<file path="src/sv/wildcard_vector_first_fit_grouper_macros.svh">
// Assertion helpers for the grouper. Both expect clk and rst_n in scope.
`ifndef WILDCARD_VECTOR_FIRST_FIT_GROUPER_MACROS_SVH
`define WILDCARD_VECTOR_FIRST_FIT_GROUPER_MACROS_SVH

`ifndef NO_ASSERTIONS
// cond must never hold outside reset
`define WVFG_ASSERT_NEVER(lbl, cond, msg) \
  lbl: assert property (@(posedge clk) disable iff (!rst_n) !(cond)) \
    else $error(msg);
// ante in a cycle requires cons in the same cycle
`define WVFG_ASSERT_IMPLY(lbl, ante, cons, msg) \
  lbl: assert property (@(posedge clk) disable iff (!rst_n) (ante) |-> (cons)) \
    else $error(msg);
`else
`define WVFG_ASSERT_NEVER(lbl, cond, msg)
`define WVFG_ASSERT_IMPLY(lbl, ante, cons, msg)
`endif

`endif

</file>
<file path="src/sv/wvfg_ram.sv">
module wvfg_ram #(
  parameter int unsigned WIDTH = 16,
  parameter int unsigned DEPTH = 64
) (
  input  logic                                     clk,
  input  logic                                     wr_en,
  input  logic [(DEPTH > 1 ? $clog2(DEPTH) : 1)-1:0] wr_addr,
  input  logic [WIDTH-1:0]                         wr_data,
  input  logic                                     rd_en,
  input  logic [(DEPTH > 1 ? $clog2(DEPTH) : 1)-1:0] rd_addr,
  output logic [WIDTH-1:0]                         rd_data
);

  logic [WIDTH-1:0] mem_r [DEPTH];
  logic [WIDTH-1:0] rd_data_r;

  // one write port, one registered read port
  always_ff @(posedge clk) begin
    if (wr_en) begin
      mem_r[wr_addr] <= wr_data;
    end
    if (rd_en) begin
      rd_data_r <= mem_r[rd_addr];
    end
  end

  assign rd_data = rd_data_r;

endmodule

</file>
<file path="config.mk">
export PLATFORM = sky130hd
export DESIGN_NAME = wvfg_ram
export DESIGN_NICKNAME = d
export VERILOG_FILES = /design/src/sv/wildcard_vector_first_fit_grouper_macros.svh /design/src/sv/wvfg_ram.sv
export SDC_FILE = /design/constraint.sdc
export NUM_CORES = 1
export LEC_CHECK = 0
export BUFFER_PORTS_ARGS = -buffer_cell sky130_fd_sc_hd__buf_2
export CORE_MARGIN = 5
export CORE_UTILIZATION = 49
export DETAILED_ROUTE_END_ITERATION = 16
export PLACE_DENSITY = 0.69
export SETUP_SLACK_MARGIN = 0.5
export SYNTH_ARGS = -nofsm -noshare
export SYNTH_HDL_FRONTEND = slang
export SYNTH_SLANG_ARGS = --single-unit
export TNS_END_PERCENT = 1
</file>
<file path="constraint.sdc">
create_clock -name clk -period 5.1 [get_ports clk]
set_clock_uncertainty 0.2 [all_clocks]
set_input_delay 0.255 -clock clk [delete_from_list [all_inputs] [get_ports clk]]
set_output_delay 0.255 -clock clk [all_outputs]
set_load 0.05 [all_outputs]
</file>
==> results by group <==
Synth
  • Top_reg_cell synth: edfxtp_1
  • Asr flop ratio synth: 0%
  • Syn. warnings: 0
  • Top cell type by total area after synthesis: edfxtp_1
  • Synth cell count leaders: edfxtp_1, mux4_2, mux2i_1
  • Syn Nets: ~1,900
  • Unique masters post-synth: 42
  • Mapped Cells: around 1,800
  • Yosys top cell area share: 77.7%
  • Seq cells post-synth: approximately 1,000
  • Sequential share of the synthesized area: between 70% and 80%
  • Synth Cell Area: slightly above 40,000 um2
  • Mean area per synthesized cell: 22.0 um2
  • Post-synth EDFFs: about 1,000
  • Most frequent cell after synthesis: edfxtp_1
  • Synth area leaders: edfxtp_1, mux4_2, mux2i_1

Power
  • Leakage power: 14.2 nW
  • PwrDens: between 300 and 400 nW/um2
  • Peak VDD IR: 0.278 mV

GRT
  • First-pass GRT wire length: between 100,000 and 150,000 um
  • Initial antenna violation count: 8
  • Tot GR Track Use: between 20% and 30%
  • Met2 Resource Use GR: between 30 and 40%
  • Gr busiest metal: met2
  • Gr ovfl total: 0
  • Global-route met3 utilization: roughly 4.6%
  • Met1 usage: 31.2%
  • Vias in the first global route: 19,200
  • Largest net degree at the start of global routing: 74

Finish
  • Share of cells above drive strength 1: between 20% and 30%
  • Fin cells: 3,117
  • Area grow syn2layout: 12.1%
  • Nets: 1,999
  • Filler Cell Count: between 5,000 and 6,000

Clocking
  • Cts repair resizes: 0
  • Clock sinks: 1,040
  • Post-CTS setup buffer count: 0
  • Post-CTS Hold Fix Bufs: 4
  • Num CTS Buffers: ~100
  • Root Driver: clkbuf_16
  • Clock latency on the worst-skew pair: 0.66 ns
  • Reg clk slew, reported paths: about 0.06 ns
  • CTS tree: built
  • Max clock buf depth: 3
  • CTS HTree Levels: 3

Route
  • Initial DRT Pass Iterations: 6
  • Drt initial violations: 2,464
  • WL/cell: 30.3 um
  • Vias per cell: between 6 and 7
  • DR vias: 19,300
  • Detail Route Antenna Nets: 0
  • # DRC: 0
  • Wirelength, routed: about 95,000 um

Timing
  • RSZ-0062 raised after global routing: no
  • Worst slew pin tran: 1.14 ns
  • Slew HR: 23.8%
  • Final setup fails: 0
  • Slew Limit Fails: 0
  • Final Cycle Share: ~62%
  • Hold Fails Final Rpt: 0
  • Setup TNS: 0 ns
  • Min cycle time layout: about 3.2 ns
  • FMAX: between 300 and 400 MHz

Placement
  • DP HPWL: 55,600 um
  • Final Wtd Congestion: 0.834
  • IO buf count: between 40 and 50
  • Placed Cells: between 2,000 and 3,000

Worst hold path
  • Hold WC Path Type: in2reg
  • Hold path depth: 3

Run
  • Max cap viols: 0

Run status
  • Outcome: complete, no violations

Critical path
  • WS Path Type: in2reg
  • CP Capture Type: register
  • Required time of the critical path: 5.26 ns
  • Worst-path maximum fanout: 73
  • Arrival @ worst endpoint: between 3 and 4 ns
  • Critical Path Start Type: primary input
  • R2R cell count: 4

Floorplan
  • Starting Density: between 40% and 50%
  • Die width: about 300 um
  • Ports: 47
  • Die H: about 300 um
  • Num rows: 105
  • Core box area: ~82,000 um2
  • Die area: between 80,000 and 90,000 um2
## critical path, cell delays in order
cell	delay, ns
buf_6	0.60
buf_4	0.44
nor2b_1	0.66
a221oi_1	0.24
a221oi_1	1.00
a311oi_1	0.09
## state kept, by name (all words and copies together), names as in the netlist
name,flops
rd_data,16
mem_r,1024
## final cells by class
class / instances / area (um2) / share of cell area (%)
diodes: 2 / 5.00 / 0.0111
clock buffers: 117 / 2590 / 5.74
clock inverters: 61 / 572 / 1.27
multi-input cells: 685 / 8280 / 18.4
flip-flops and latches: 1040 / 31200 / 69.3
well taps: 1070 / 1340 / 2.97
repair buffers: 142 / 1050 / 2.33
## through the flow
| stage | hold WS [ns] | area (um2) | power, mW | utilization (%) | setup slack, ns |
|---|---|---|---|---|---|
| after floorplan | 0.154 | 40200 | 10.2 | - | 2.61 |
| after global placement | 0.612 | 41900 | 10.6 | 51.2 | 1.22 |
| after detailed placement | 0.601 | 41900 | 10.6 | 51.2 | 1.24 |
| after CTS | 0.00384 | 45100 | 17.7 | 55.1 | 1.96 |
| after global routing | 0.0537 | 45100 | 18.1 | 55.1 | 1.83 |
| final | 0.0606 | 45100 | 17.6 | 55.1 | 1.94 |
## cells by family (layout without fill, tap and decap cells)
family          count (synthesis)  in the layout  synth area share (%)
simple gates                  220            220                  2.64
flops                        1040           1040                  77.7
other cells                     0              2                     0
buf+inv                       104            320                  1.82
mux                           336            336                  15.5
compound gates                129            129                  2.40
## metal layers
layer | share of wire (%) | routed length (um) | vias to the layer above
met2 | 48 | 45600 | 958
met4 | 2.4 | 2270 | 6
met3 | 9.9 | 9400 | 130
li1 | - | - | 7981
met1 | 39 | 37200 | 10300
met5 | 0.042 | 40 | -
## power breakdown
group | internal (mW) | switching, mW
sequential | 9.48 | 0.0383
combinational | 0.305 | 0.598
clock | 4.12 | 3.05
## final timing paths
kind | startpoint | end | slack (ns)
max | rd_addr[1] | rd_data[4] | 1.94
min | rd_addr[5] | rd_data[3] | 0.06
max reg2reg | mem_r[63][4] | rd_data[4] | 2.44
min reg2reg | mem_r[3][12] | rd_data[12] | 0.76
## cells in the final DEF, fill, tap and decap left out, types with 6 or more instances in the layout
master,instances
a211oi_1,8
a21oi_1,17
nor2_1,63
edfxtp_1,1040
buf_4,87
a211o_1,8
buf_2,43
mux4_2,220
nand2_1,59
mux2i_1,85
a22o_1,6
nor2b_1,28
clkbuf_16,101
nor2_2,11
clkbuf_1,16
mux2_2,27
a221oi_1,16
a22oi_1,39
nand4_1,12
clkinv_1,28
a221o_1,6
a311oi_1,8
bufinv_16,10
nand3_1,24
a31oi_1,8
clkinv_2,15
Note: power is estimated with default switching activity, not from simulation.
